File: src/hw/rtl/assert_macros.svh
// assertion helpers shared by the scan unit and the allocator
`ifndef ASSERT_MACROS_SVH
`define ASSERT_MACROS_SVH

// same-cycle implication
`define SHA_ASSERT_NOW(name, clk, rst, ante, cons, msg) \
   name: assert property (@(posedge clk) disable iff (rst) (ante) |-> (cons)) \
      else $error(msg);

// implication checked in the next cycle
`define SHA_ASSERT_NEXT(name, clk, rst, ante, cons, msg) \
   name: assert property (@(posedge clk) disable iff (rst) (ante) |=> (cons)) \
      else $error(msg);

`endif

File: src/hw/rtl/sha_pkg.sv
`timescale 1ns / 1ps

package sha_pkg;

   // request codes
   localparam logic [1:0] REQ_CHECK = 2'd0;
   localparam logic [1:0] REQ_ALLOC = 2'd1;
   localparam logic [1:0] REQ_ADD   = 2'd2;

   // status codes
   localparam logic [1:0] ST_OK      = 2'd0;
   localparam logic [1:0] ST_COMPACT = 2'd1;
   localparam logic [1:0] ST_OOM     = 2'd2;
   localparam logic [1:0] ST_FULL    = 2'd3;

   // fit policies
   localparam logic [1:0] FIT_FIRST = 2'd0;
   localparam logic [1:0] FIT_BEST  = 2'd1;
   localparam logic [1:0] FIT_WORST = 2'd2;

   // register port
   localparam int CSR_ADDR_BITS = 3;
   localparam int CSR_DATA_BITS = 32;
   localparam logic [0:0] CSR_IDX_FIT_POLICY = 1'b0;

   localparam int FIELD_BITS = 16;

   typedef enum logic [2:0] {
      S_CLEAR,
      S_IDLE,
      S_SCAN,
      S_DRAIN,
      S_FINISH
   } seq_state_type;

   typedef struct packed {
      logic [1:0]            req_type;
      logic [FIELD_BITS-1:0] request_size;
      logic [FIELD_BITS-1:0] hole_start;
   } req_item_type;

   typedef struct packed {
      logic [1:0]            status;
      logic [FIELD_BITS-1:0] segment_base;
   } rsp_item_type;

   typedef struct packed {
      logic       start;
      logic [1:0] policy;
   } scan_ctrl_type;

   typedef struct packed {
      logic pick_found;
      logic free_found;
      logic total_covers;
   } scan_flags_type;

endpackage

File: src/hw/rtl/sha_hole_mem.sv
`timescale 1ns / 1ps

module sha_hole_mem import sha_pkg::*; #(
   parameter int HOLE_SLOTS = 32,
   parameter int ADDR_BITS  = 16,
   localparam int IDX_BITS  = $clog2(HOLE_SLOTS)
) (
   input  logic                 clock,
   input  logic                 reset,
   input  logic                 wr_en,
   input  logic [IDX_BITS-1:0]  wr_addr,
   input  logic                 wr_valid,
   input  logic [ADDR_BITS-1:0] wr_size,
   input  logic [ADDR_BITS-1:0] wr_base,
   input  logic                 rd_en,
   input  logic [IDX_BITS-1:0]  rd_addr,
   output logic                 rd_hit,
   output logic [IDX_BITS-1:0]  rd_index,
   output logic                 rd_valid,
   output logic [ADDR_BITS-1:0] rd_size,
   output logic [ADDR_BITS-1:0] rd_base
);

   localparam int WORD_BITS = 2 * ADDR_BITS + 1;

   logic [WORD_BITS-1:0] mem [HOLE_SLOTS];
   logic [WORD_BITS-1:0] rd_word_ff;
   logic [IDX_BITS-1:0]  rd_index_ff;
   logic                 rd_hit_ff;

   // word layout: valid, size, base
   always_ff @(posedge clock) begin
      if (wr_en) begin
         mem[wr_addr] <= {wr_valid, wr_size, wr_base};
      end
   end

   always_ff @(posedge clock) begin
      if (rd_en) begin
         rd_word_ff  <= mem[rd_addr];
         rd_index_ff <= rd_addr;
      end
   end

   always_ff @(posedge clock) begin
      if (reset) begin
         rd_hit_ff <= 1'b0;
      end else begin
         rd_hit_ff <= rd_en;
      end
   end

   assign rd_hit   = rd_hit_ff;
   assign rd_index = rd_index_ff;
   assign rd_valid = rd_word_ff[WORD_BITS-1];
   assign rd_size  = rd_word_ff[2*ADDR_BITS-1:ADDR_BITS];
   assign rd_base  = rd_word_ff[ADDR_BITS-1:0];

endmodule

File: src/hw/rtl/sha_scan_unit.sv
`timescale 1ns / 1ps
`include "assert_macros.svh"

module sha_scan_unit import sha_pkg::*; #(
   parameter int HOLE_SLOTS = 32,
   parameter int ADDR_BITS  = 16,
   localparam int IDX_BITS  = $clog2(HOLE_SLOTS),
   localparam int SUM_BITS  = ADDR_BITS + $clog2(HOLE_SLOTS)
) (
   input  logic                 clock,
   input  logic                 reset,
   input  scan_ctrl_type        ctrl,
   input  logic [ADDR_BITS-1:0] need,
   input  logic                 ent_hit,
   input  logic [IDX_BITS-1:0]  ent_index,
   input  logic                 ent_valid,
   input  logic [ADDR_BITS-1:0] ent_size,
   input  logic [ADDR_BITS-1:0] ent_base,
   output scan_flags_type       flags,
   output logic [IDX_BITS-1:0]  pick_slot,
   output logic [ADDR_BITS-1:0] pick_size,
   output logic [ADDR_BITS-1:0] pick_base,
   output logic [IDX_BITS-1:0]  free_slot
);

   logic                 pick_found_ff, pick_found_in;
   logic [IDX_BITS-1:0]  pick_slot_ff, pick_slot_in;
   logic [ADDR_BITS-1:0] pick_size_ff, pick_size_in;
   logic [ADDR_BITS-1:0] pick_base_ff, pick_base_in;
   logic                 free_found_ff, free_found_in;
   logic [IDX_BITS-1:0]  free_slot_ff, free_slot_in;
   logic [SUM_BITS-1:0]  total_ff, total_in;

   logic fits;
   logic size_lt;
   logic size_gt;
   logic size_eq;
   logic base_lt;
   logic better;
   logic take;

   // shared compare unit, one entry per cycle
   always_comb begin
      fits    = ent_valid && (ent_size >= need);
      size_lt = ent_size < pick_size_ff;
      size_gt = ent_size > pick_size_ff;
      size_eq = ent_size == pick_size_ff;
      base_lt = ent_base < pick_base_ff;
      case (ctrl.policy)
         FIT_BEST:  better = size_lt || (size_eq && base_lt);
         FIT_WORST: better = size_gt || (size_eq && base_lt);
         default:   better = base_lt;
      endcase
      take = fits && (!pick_found_ff || better);
   end

   always_comb begin
      pick_found_in = pick_found_ff;
      pick_slot_in  = pick_slot_ff;
      pick_size_in  = pick_size_ff;
      pick_base_in  = pick_base_ff;
      free_found_in = free_found_ff;
      free_slot_in  = free_slot_ff;
      total_in      = total_ff;
      if (ctrl.start) begin
         pick_found_in = 1'b0;
         free_found_in = 1'b0;
         total_in      = '0;
      end else if (ent_hit) begin
         if (take) begin
            pick_found_in = 1'b1;
            pick_slot_in  = ent_index;
            pick_size_in  = ent_size;
            pick_base_in  = ent_base;
         end
         if (!ent_valid && !free_found_ff) begin
            free_found_in = 1'b1;
            free_slot_in  = ent_index;
         end
         if (ent_valid) begin
            total_in = total_ff + SUM_BITS'(ent_size);
         end
      end
   end

   always_ff @(posedge clock) begin
      if (reset) begin
         pick_found_ff <= 1'b0;
         free_found_ff <= 1'b0;
         total_ff      <= '0;
      end else begin
         pick_found_ff <= pick_found_in;
         free_found_ff <= free_found_in;
         total_ff      <= total_in;
      end
   end

   always_ff @(posedge clock) begin
      pick_slot_ff <= pick_slot_in;
      pick_size_ff <= pick_size_in;
      pick_base_ff <= pick_base_in;
      free_slot_ff <= free_slot_in;
   end

   assign flags.pick_found   = pick_found_ff;
   assign flags.free_found   = free_found_ff;
   assign flags.total_covers = total_ff >= SUM_BITS'(need);
   assign pick_slot          = pick_slot_ff;
   assign pick_size          = pick_size_ff;
   assign pick_base          = pick_base_ff;
   assign free_slot          = free_slot_ff;

   // a chosen hole always holds the request
   `SHA_ASSERT_NOW(a_pick_fits, clock, reset, pick_found_ff && !ctrl.start,
      pick_size_ff >= need, "chosen hole smaller than request")

   // a new walk begins with no pick, no free slot and a zero total
   `SHA_ASSERT_NEXT(a_start_clears, clock, reset, ctrl.start,
      !pick_found_ff && !free_found_ff && total_ff == '0, "scan state not cleared at start")

   // an entry that wins the compare leaves a pick behind
   `SHA_ASSERT_NEXT(a_take_kept, clock, reset, ent_hit && take && !ctrl.start,
      pick_found_ff, "taken entry not recorded")

endmodule

File: src/hw/rtl/segment_hole_allocator.sv
`timescale 1ns / 1ps
`include "assert_macros.svh"

// segment hole allocator: a table of free holes (base, size, valid) in one memory
// req channel: valid/ready, one item per request (check space, allocate, add hole)
// rsp channel: valid/ready, exactly one item per request, in request order
// csr port: apb-style, fit_policy at byte address 0, pready tied high
// every request walks all HOLE_SLOTS table entries through the single read port
// of the hole memory, one entry per cycle, feeding one shared compare unit
// an accepted item goes through S_SCAN, S_DRAIN and S_FINISH, where its result is
// registered once the output register is free; one request in flight at a time
// after reset all HOLE_SLOTS entries are swept clear, one entry per cycle;
// req_ready stays low until the sweep ends, csr writes are taken throughout
// a held result sits in the output register; the next item is accepted meanwhile
// and its scan runs, but its result and table update wait until rsp is taken
module segment_hole_allocator import sha_pkg::*; #(
   parameter int HOLE_SLOTS = 32,
   parameter int ADDR_BITS  = 16
) (
   input  logic                     clock,
   input  logic                     reset,
   input  logic                     req_valid,
   output logic                     req_ready,
   input  req_item_type             req_data,
   output logic                     rsp_valid,
   input  logic                     rsp_ready,
   output rsp_item_type             rsp_data,
   input  logic                     psel,
   input  logic                     penable,
   input  logic                     pwrite,
   input  logic [CSR_ADDR_BITS-1:0] paddr,
   input  logic [CSR_DATA_BITS-1:0] pwdata,
   output logic [CSR_DATA_BITS-1:0] prdata,
   output logic                     pready
);

   localparam int IDX_BITS = $clog2(HOLE_SLOTS);
   localparam logic [IDX_BITS-1:0] LAST_IDX = IDX_BITS'(HOLE_SLOTS - 1);

   // sequencer state and per-item registers
   seq_state_type        state_ff, state_in;
   logic [IDX_BITS-1:0]  cnt_ff, cnt_in;
   logic [1:0]           kind_ff;
   logic [ADDR_BITS-1:0] need_ff;
   logic [ADDR_BITS-1:0] start_ff;
   logic [1:0]           policy_ff;

   // output register
   logic                 rsp_valid_ff, rsp_valid_in;
   rsp_item_type         rsp_data_ff, rsp_data_in;

   // memory ports
   logic                 wr_en;
   logic [IDX_BITS-1:0]  wr_addr;
   logic                 wr_valid;
   logic [ADDR_BITS-1:0] wr_size;
   logic [ADDR_BITS-1:0] wr_base;
   logic                 rd_en;
   logic                 rd_hit;
   logic [IDX_BITS-1:0]  rd_index;
   logic                 rd_valid;
   logic [ADDR_BITS-1:0] rd_size;
   logic [ADDR_BITS-1:0] rd_base;

   // scan unit
   scan_ctrl_type        scan_ctrl;
   scan_flags_type       scan_flags;
   logic [IDX_BITS-1:0]  pick_slot;
   logic [ADDR_BITS-1:0] pick_size;
   logic [ADDR_BITS-1:0] pick_base;
   logic [IDX_BITS-1:0]  free_slot;

   logic                 accept;
   logic                 csr_write;
   logic                 can_load;
   logic [1:0]           shortage;
   logic [ADDR_BITS-1:0] left_size;

   assign accept    = req_valid && req_ready;
   assign csr_write = psel && penable && pwrite
                      && (paddr[CSR_ADDR_BITS-1:2] == CSR_IDX_FIT_POLICY);
   assign pready    = 1'b1;
   assign prdata    = (paddr[CSR_ADDR_BITS-1:2] == CSR_IDX_FIT_POLICY)
                      ? {{(CSR_DATA_BITS-2){1'b0}}, policy_ff} : '0;

   // policy register
   always_ff @(posedge clock) begin
      if (reset) begin
         policy_ff <= FIT_FIRST;
      end else if (csr_write) begin
         policy_ff <= pwdata[1:0];
      end
   end

   // request fields, resized to the table width
   always_ff @(posedge clock) begin
      if (accept) begin
         kind_ff  <= req_data.req_type;
         need_ff  <= ADDR_BITS'(req_data.request_size);
         start_ff <= ADDR_BITS'(req_data.hole_start);
      end
   end

   // space checks only ask whether some hole fits, so first fit serves them
   assign scan_ctrl.start  = accept;
   assign scan_ctrl.policy = (kind_ff == REQ_ALLOC) ? policy_ff : FIT_FIRST;

   assign can_load  = !rsp_valid_ff || rsp_ready;
   assign shortage  = scan_flags.total_covers ? ST_COMPACT : ST_OOM;
   assign left_size = pick_size - need_ff;

   always_comb begin
      state_in     = state_ff;
      cnt_in       = cnt_ff;
      rsp_valid_in = rsp_valid_ff;
      rsp_data_in  = rsp_data_ff;
      req_ready    = 1'b0;
      rd_en        = 1'b0;
      wr_en        = 1'b0;
      wr_addr      = cnt_ff;
      wr_valid     = 1'b0;
      wr_size      = need_ff;
      wr_base      = start_ff;

      // result taken
      if (rsp_valid_ff && rsp_ready) begin
         rsp_valid_in = 1'b0;
      end

      case (state_ff)
         S_CLEAR: begin
            // post-reset sweep marks every slot free
            wr_en = 1'b1;
            cnt_in = cnt_ff + 1'b1;
            if (cnt_ff == LAST_IDX) begin
               cnt_in   = '0;
               state_in = S_IDLE;
            end
         end
         S_IDLE: begin
            req_ready = 1'b1;
            if (req_valid) begin
               cnt_in   = '0;
               state_in = S_SCAN;
            end
         end
         S_SCAN: begin
            // one table read per cycle, evaluated the cycle after
            rd_en  = 1'b1;
            cnt_in = cnt_ff + 1'b1;
            if (cnt_ff == LAST_IDX) begin
               cnt_in   = '0;
               state_in = S_DRAIN;
            end
         end
         S_DRAIN: begin
            // last entry is in the compare unit
            state_in = S_FINISH;
         end
         S_FINISH: begin
            if (can_load) begin
               rsp_valid_in             = 1'b1;
               rsp_data_in.status       = ST_OK;
               rsp_data_in.segment_base = '0;
               state_in                 = S_IDLE;
               case (kind_ff)
                  REQ_CHECK: begin
                     if (!scan_flags.pick_found) begin
                        rsp_data_in.status = shortage;
                     end
                  end
                  REQ_ALLOC: begin
                     if (scan_flags.pick_found) begin
                        rsp_data_in.segment_base = FIELD_BITS'(pick_base);
                        // shrink the hole, free it when nothing is left
                        wr_en    = 1'b1;
                        wr_addr  = pick_slot;
                        wr_valid = left_size != '0;
                        wr_size  = left_size;
                        wr_base  = pick_base + need_ff;
                     end else begin
                        rsp_data_in.status = shortage;
                     end
                  end
                  REQ_ADD: begin
                     // zero-size add is ignored
                     if (need_ff != '0) begin
                        if (scan_flags.free_found) begin
                           wr_en    = 1'b1;
                           wr_addr  = free_slot;
                           wr_valid = 1'b1;
                        end else begin
                           rsp_data_in.status = ST_FULL;
                        end
                     end
                  end
                  default: begin
                     // unused request type changes nothing
                  end
               endcase
            end
         end
         default: begin
            state_in = S_IDLE;
         end
      endcase
   end

   always_ff @(posedge clock) begin
      if (reset) begin
         state_ff     <= S_CLEAR;
         cnt_ff       <= '0;
         rsp_valid_ff <= 1'b0;
      end else begin
         state_ff     <= state_in;
         cnt_ff       <= cnt_in;
         rsp_valid_ff <= rsp_valid_in;
      end
   end

   always_ff @(posedge clock) begin
      rsp_data_ff <= rsp_data_in;
   end

   assign rsp_valid = rsp_valid_ff;
   assign rsp_data  = rsp_data_ff;

   sha_hole_mem #(
      .HOLE_SLOTS (HOLE_SLOTS),
      .ADDR_BITS  (ADDR_BITS)
   ) u_mem (
      .clock    (clock),
      .reset    (reset),
      .wr_en    (wr_en),
      .wr_addr  (wr_addr),
      .wr_valid (wr_valid),
      .wr_size  (wr_size),
      .wr_base  (wr_base),
      .rd_en    (rd_en),
      .rd_addr  (cnt_ff),
      .rd_hit   (rd_hit),
      .rd_index (rd_index),
      .rd_valid (rd_valid),
      .rd_size  (rd_size),
      .rd_base  (rd_base)
   );

   sha_scan_unit #(
      .HOLE_SLOTS (HOLE_SLOTS),
      .ADDR_BITS  (ADDR_BITS)
   ) u_scan (
      .clock     (clock),
      .reset     (reset),
      .ctrl      (scan_ctrl),
      .need      (need_ff),
      .ent_hit   (rd_hit),
      .ent_index (rd_index),
      .ent_valid (rd_valid),
      .ent_size  (rd_size),
      .ent_base  (rd_base),
      .flags     (scan_flags),
      .pick_slot (pick_slot),
      .pick_size (pick_size),
      .pick_base (pick_base),
      .free_slot (free_slot)
   );

   // a new item always starts its walk at slot zero
   `SHA_ASSERT_NEXT(a_scan_start, clock, reset, accept,
      state_ff == S_SCAN && cnt_ff == '0, "scan did not start at slot zero")

   // the table only changes during the sweep or when a result is produced
   `SHA_ASSERT_NOW(a_write_window, clock, reset, wr_en,
      state_ff == S_CLEAR || (state_ff == S_FINISH && can_load),
      "table written outside the sweep or result cycle")

   // the walk must be fully evaluated before a result is formed
   `SHA_ASSERT_NOW(a_scan_drained, clock, reset, state_ff == S_FINISH,
      !rd_hit && !rd_en, "result formed with a table read in flight")

endmodule
File: config.mk
export PLATFORM = sky130hd
export DESIGN_NAME = segment_hole_allocator
export DESIGN_NICKNAME = d
export VERILOG_FILES = /design/src/hw/rtl/sha_pkg.sv /design/src/hw/rtl/sha_hole_mem.sv /design/src/hw/rtl/sha_scan_unit.sv /design/src/hw/rtl/segment_hole_allocator.sv
export VERILOG_INCLUDE_DIRS = /design/src /design/src/hw/rtl
export SDC_FILE = /design/constraint.sdc
export NUM_CORES = 1
export LEC_CHECK = 0
export BUFFER_PORTS_ARGS = -buffer_cell sky130_fd_sc_hd__clkbuf_2
export CORE_MARGIN = 1.5
export CORE_UTILIZATION = 30
export DETAILED_ROUTE_END_ITERATION = 10
export GPL_ROUTABILITY_DRIVEN = 0
export PLACE_DENSITY = 0.5
export SLEW_MARGIN = 20
export SYNTH_ARGS = -nofsm -noshare
export SYNTH_HDL_FRONTEND = slang
export SYNTH_SLANG_ARGS = --single-unit
File: constraint.sdc
create_clock -name clock -period 9.75 [get_ports clock]
set_input_delay 1.95 -clock clock [delete_from_list [all_inputs] [get_ports clock]]
set_output_delay 1.95 -clock clock [all_outputs]
set_load 0.03 [all_outputs]
# Word-level counts from Yosys, hierarchy flattened

Memory sizes are Yosys's and may differ from the RTL's. A register that Yosys moved wholly into a read port is not among the register bits.
Index checks and enable logic that the tools add are counted.

Memory bits (writable): 1,056
Word-level logic and storage cells: 125
Bits in registers: 134
Output and inout port bits: 53
Input port bits: 76
Memories kept: 1

Memories:

| name      | depth | bits a word | read ports | clocked after memory_dff | write ports | RTL line           | text |
|---|---|---|---|---|---|---|---|
| u_mem.mem | 32    | 33          | 1          | 1                        | 1           | sha_hole_mem.sv:26 | `logic [WORD_BITS-1:0] mem [HOLE_SLOTS];` |

Muxes and demuxes: 47
$lt $le $gt $ge: 5
Reduce and logical (&&, ||, !) cells: 34
Equal/unequal tests: 14
Bitwise gates (word level): 2
Add/sub/neg operators: 4

Operators with widths:

| operator                                                         | count |
|---|---|
| 16-bit 2-to-1 mux                                                | 8 |
| 5-bit 2-to-1 mux                                                 | 7 |
| 16-bit less-than comparator                                      | 2 |
| 16-bit nonzero test                                              | 2 |
| 21-bit by 16-bit adder with 21-bit output                        | 1 |
| 21-bit by 16-bit >= comparator with 1-bit output                 | 1 |
| 5-bit one-hot mux with 2 select lines                            | 2 |
| 16-bit adder                                                     | 1 |
| 16-bit == test                                                   | 1 |
| 16-bit >= comparator                                             | 1 |
| 16-bit greater-than comparator                                   | 1 |
| 16-bit subtractor                                                | 1 |
| 3-bit one-hot mux with 5 select lines                            | 1 |
| 1-bit 2-to-1 mux                                                 | 14 |
| 2-bit 2-to-1 mux                                                 | 6 |
| 3-bit 2-to-1 mux                                                 | 4 |
| 2-bit AND reduction                                              | 6 |
| 1-bit logical AND                                                | 9 |
| 2-bit inequality test (second input constant)                    | 4 |
| 1-bit one-hot mux with 2 select lines                            | 4 |
| 3-bit by 2-bit == test with 1-bit output (second input constant) | 2 |
| 3-bit AND reduction                                              | 2 |
| 2-bit OR reduction                                               | 3 |
| 5-bit by 1-bit adder with 5-bit output (second input constant)   | 1 |
| other kinds (13)                                                 | 22 |

# Depth between registers and ports, before layout

Depth in word-level cells: 7
Mapped depth: 12
Depth with buffers taken out: 12

# Hierarchy

Synthesis repeated with hierarchy kept, for this count alone.

Cells, all modules: 3,270
Area total of the unflattened synthesis: 51,270.4 um^2

Modules (own cells, without submodules):

| module                 | area an instance (um^2) | sequential area each (um^2) | cells an instance | instances |
|---|---|---|---|---|
| sha_hole_mem           | 42,320.6                | 32,871.5                    | 2,339             | 1 |
| segment_hole_allocator | 4,550.6                 | 1,781.7                     | 484               | 1 |
| sha_scan_unit          | 4,399.2                 | 1,721.7                     | 447               | 1 |

# Least setup slack after synthesis

No wires, ideal clock.

Path kind: input to register
Start: input port req_valid
End: register u_scan.pick_base_ff[0] (netlist: u_scan.pick_base[0]), enable pin
Data arrival time: 5,451 ps
Data required time: 9,273 ps
Library setup time: 477 ps
Path buffers: 1
Stages: 3
Slack: 3,821 ps
Path through: and2_1 -> clkbuf_1 -> nor3_1

Cells in the longest elaborated chain, start to end: 3

Ends and longest elaborated chain:

| what                                 | RTL line                     | text |
|---|---|---|
| from (decl)                          | segment_hole_allocator.sv:22 | `input logic req_valid,` |
| 1-bit logical AND                    | segment_hole_allocator.sv:79 | `assign accept = req_valid && req_ready;` |
| via accept                           | segment_hole_allocator.sv:73 | `logic accept;` |
| 1-bit NOT (no source line)           | -                            |  |
| 3-bit AND reduction (no source line) | -                            |  |
| to (signal assigned)                 | sha_scan_unit.sv:101         | `pick_base_ff <= pick_base_in;` |
| to (decl)                            | sha_scan_unit.sv:29          | `logic [ADDR_BITS-1:0] pick_base_ff, pick_base_in;` |

The timed path passes the listed nets, and every way through them passes these cells.
A chain may end at the register's enable or synchronous reset.

# Worst setup path after layout

Start: input port rsp_ready
End: memory u_mem.mem[29][17] (netlist name), enable pin

Cells in the longest elaborated chain, start to end: 5
Elaborated cells between the ends (all ways): 7
Classes of those cells: 6 x mux; 1 x reduce/logical

Ends and longest elaborated chain:

| what                                   | RTL line                      | text |
|---|---|---|
| from (decl)                            | segment_hole_allocator.sv:26  | `input logic rsp_ready,` |
| 1-bit logical OR (*)                   | segment_hole_allocator.sv:108 | `assign can_load = !rsp_valid_ff \|\| rsp_ready;` |
| 1-bit 2-to-1 mux                       | segment_hole_allocator.sv:161 | `if (can_load) begin` |
| 1-bit one-hot mux with 2 select lines  | segment_hole_allocator.sv:130 | `case (state_ff)` |
| 1-bit 2-to-1 mux                       | sha_hole_mem.sv:33            | `if (wr_en) begin` |
| 1-bit 2-to-1 mux (implied by the code) | sha_hole_mem.sv:34            | `mem[wr_addr] <= {wr_valid, wr_size, wr_base};` |
| to (decl)                              | sha_hole_mem.sv:26            |  |

Every way passes the cells marked *; elsewhere a longest branch is shown, timed or not.

==> results.yml <==
timing:
  rsz0062_at_grt: "false"
  postLayoutSetupSlackWorst_ps: 4244
  hold_violations: 0
  skew_ps: 29.98
  max-slew-margin-rel: 0.2240
  tightest_slew_ps: 1161
  setup_viol_count_final: 0
  hold_ws_ps: 448.7
  fin_crit_sh: 0.5647
  max_slew_violation_count: 0
  setup_tns_ps: 0
  max_freq_ghz: 0.1816
  min_clock_period_post_route_ps: 5506
critical_path:
  critical_path_class: "in2reg"
  start_kind: "input port"
  required_ps: 10160
  end_kind: "flip-flop"
  rr_endpoint: "u_mem.mem[29][17]$_DFFE_PP_"
  crit_path_cell_trace: "clkbuf_2 > nand2b_1 > nor2b_4 > buf_4 > nand2_2 > or2_2 > o31ai_1 > buf_4 > nand3b_1 > nor2_4 > buf_4"
  critPathMaxStageDelay_ps: 1090
  arrival_ps: 5910
  timing.critical_path.slowest_stage_cell: "nor2_4"
  path_delay_family: "simple AND/OR/NAND/NOR gates"
  worst_case_register_to_register_setup_slack_ps: 4740
  r2r_cells: 10
  cp.buffers_inverters: 4
  crit_fanout: 20
  cpMostUsedCell: "buf_4"
  r2r_start: "state_ff[2]$_SDFFE_PP0P_"
clocking:
  cts.reportedPaths.clkPinSlew_ps: 50
  cts_root_buffer: "clkbuf_16"
  clock_path_buffers: 3
  post_cts.repair.setup_buffers: 0
  clock_sink_count: 1223
  post_cts_hold_buffer_count: 0
  cts_tree: "done"
  clk-insertion-delay-late_ps: 760
  cts.htree.levels: 4
  post_cts_gate_resize_count: 0
  cts_inserted_buffers: 135
die:
  die_h_um: 411.5
  design.die.area_um2: 169300
  top_level_ports: 129
  die-width_um: 411.5
  starting_density: 0.3027
  core_um2: 165400
  row_count: 149
global_routing:
  largest_net_degree_at_the_start_of_global_routing: 91
  grt.met2_usage: 0.2608
  gr-usage-met1: 0.2066
  grtUsageTotal: 0.1558
  first_global_vias: 25883
  globalRouteMet3Util: 0.02608
  globalRoute.totalOverflow: 0
  grt_first_pass_wirelength_mm: 188.0
  global_route.peak_usage_layer: "met2"
  antenna_violations_before_repair: 5
synth:
  netlist_area_um2: 50060
  synth.lib_cells_used.distinct: 65
  yosys-top-cells-area: "edfxtp_1, mux4_2, ha_1, dfxtp_1, mux2_2"
  synth.cells.most_frequent: "edfxtp_1, mux4_2, ha_1"
  ys.flop_type: "edfxtp_1"
  synth-edff-count: 1188
  synthesis.area_per_instance_um2: 20.05
  synth_most_common_cell: "edfxtp_1"
  synth_warnings: 0
  yosys.area.top_type: "edfxtp_1"
  synth-async-reset-ratio: 0
  synth-seq-cells: 1223
  post_synth_inst_count: 2497
  yosys.area.top_type_share: 0.7126
  synth-seq-area-share: 0.7266
detailed_routing:
  drt_pass1_iterations: 7
  drt_iter0_markers: 2398
  final_routed_drc_violation_total: 0
  drt-total-wl_mm: 132.1
  overall_via_count_from_detail_route: 24785
  final_antenna_net_count: 0
  post_drt_via_cell_ratio: 5.005
  route.detailed.wl_per_inst_um: 26.68
pwr:
  finalPower_mw: 11.27
  max-vdd-ir-drop_uv: 177.7
  leakage_nw: 18.42
  p_per_area_nw_per_um2: 194.6
placement:
  buffer_ports.inserted: 65
  detailed_place_hpwl_mm: 79.36
  pre_cts_slack_ps: 3423
worst_hold_path:
  hold_path_depth: 0
  hold_end: "u_scan.pick_base[0]$_DFFE_PP_"
  timing.hold.worst.start: "u_mem.rd_word_ff[0]$_DFFE_PP_"
  hp_class: "reg2reg"
final_layout:
  areaGrowthSynthToFinish_pct: 15.67
  final.fill_count: 15251
  drive_above_1_share: 0.2795
  nets: 2855
job:
  cap_viol_max_count: 0
outcome:
  status: "complete, no violations"
==> kinds of logic after synthesis <==
kind of cell             count (synthesis)  synth area share
other                                    2         0.0001500
XOR/XNOR                                38          0.006649
AO/OA/AOI/OAI                          222           0.02827
AND/OR/NAND/NOR                        313           0.03024
flip-flops                            1223            0.7266
multiplexers                           380            0.1596
adder cells (fa/ha/maj)                119           0.03019
buffers and inverters                  200           0.01827
==> flip-flops by register name, summed over array words and instances, names as in the netlist, 3 cells and up <==
name / cells
u_scan.pick_slot: 5
u_scan.free_slot: 5
rsp_data: 18
u_mem.rd_word_ff: 33
start_ff: 16
state_ff: 3
u_scan.pick_base: 16
cnt_ff: 5
u_scan.total_ff: 21
u_mem.mem: 1056
u_mem.rd_index: 5
need_ff: 16
u_scan.pick_size: 16
==> layer usage <==
layer / part of all wire / routed length (µm) / vias to the layer above
met2: 0.50 / 65500 / 730
li1: - / - / 10559
met1: 0.43 / 56660 / 13326
met4: 0.026 / 3463 / 2
met3: 0.049 / 6472 / 168
met5: 0.000091 / 12 / -
==> area by class of cell <==
class / count / area, µm² / area share
Sequential cell: 1223 / 36390 / 0.6285
Clock inverter: 65 / 589.3 / 0.01018
Inverter: 63 / 236.5 / 0.004084
Clock buffer: 174 / 3641 / 0.06288
Multi-Input combinational cell: 1103 / 13380 / 0.2310
Timing Repair Buffer: 134 / 925.9 / 0.01599
Antenna cell: 1 / 2.502 / 0.00004322
Tap cell: 2189 / 2739 / 0.04730
==> worst register-to-register path, stage by stage (launching register included) <==
cell and delay, ps:
dfxtp_1 510, or3b_4 450, nor2b_4 110, buf_4 340, nand2_2 250, or2_2 390
o31ai_1 100, buf_4 210, nand3b_1 710, nor2_4 1090, buf_4 460
==> worst max-delay path by stage <==
stage,startpoint,end,cells past startpoint
3_3_place_gp,rsp_ready,u_mem.mem[19][22]$_DFFE_PP_,11
4_1_cts,rsp_ready,u_mem.mem[29][17]$_DFFE_PP_,11
5_1_grt,rsp_ready,u_mem.mem[13][27]$_DFFE_PP_,11
6_report,rsp_ready,u_mem.mem[29][17]$_DFFE_PP_,11
2_1_floorplan,req_valid,u_scan.pick_base[0]$_DFFE_PP_,3
3_5_place_dp,rsp_ready,u_mem.mem[29][31]$_DFFE_PP_,11
==> power by group <==
group / internal, mW / switching, mW
Combinational: 0.264 / 0.313
Clock: 2.87 / 2.05
Sequential: 5.74 / 0.0233
==> through the flow <==
step	area, µm²	utilization	instances
2_1_floorplan	50170	-	2526
3_3_place_gp	53430	0.3231	4707
3_5_place_dp	53510	0.3236	4708
4_1_cts	57740	0.3492	4947
5_1_grt	57900	0.3501	4951
6_report	57900	0.3502	4952
==> cell usage in the layout (no fill, tap or decap), types with 6 or more instances in the layout <==
master        n
o21ai_1       6
nand4_1       7
clkinv_1     23
dfxtp_1      30
nand3_1      19
clkbuf_1     33
a21oi_1      58
o21ai_2       6
edfxtp_1   1188
ha_1        116
a2111oi_0     6
nor4_1       11
clkbuf_16   140
nand2_1      90
mux4_2      330
inv_1        63
o21ai_4      18
bufinv_16     9
xnor2_1      22
a21o_1       22
nand2b_1     15
conb_1       31
a211oi_1     11
clkbuf_2     65
a22oi_1       7
nor2_4       32
buf_4        63
mux2_2       45
inv_6         7
nor3_1       15
clkinv_2     20
nor2b_1      14
xor2_1       15
nor2_1       53
o21ai_0      36
and3_1       22
o21a_1       16
Note: power is estimated with default switching activity, not from simulation.
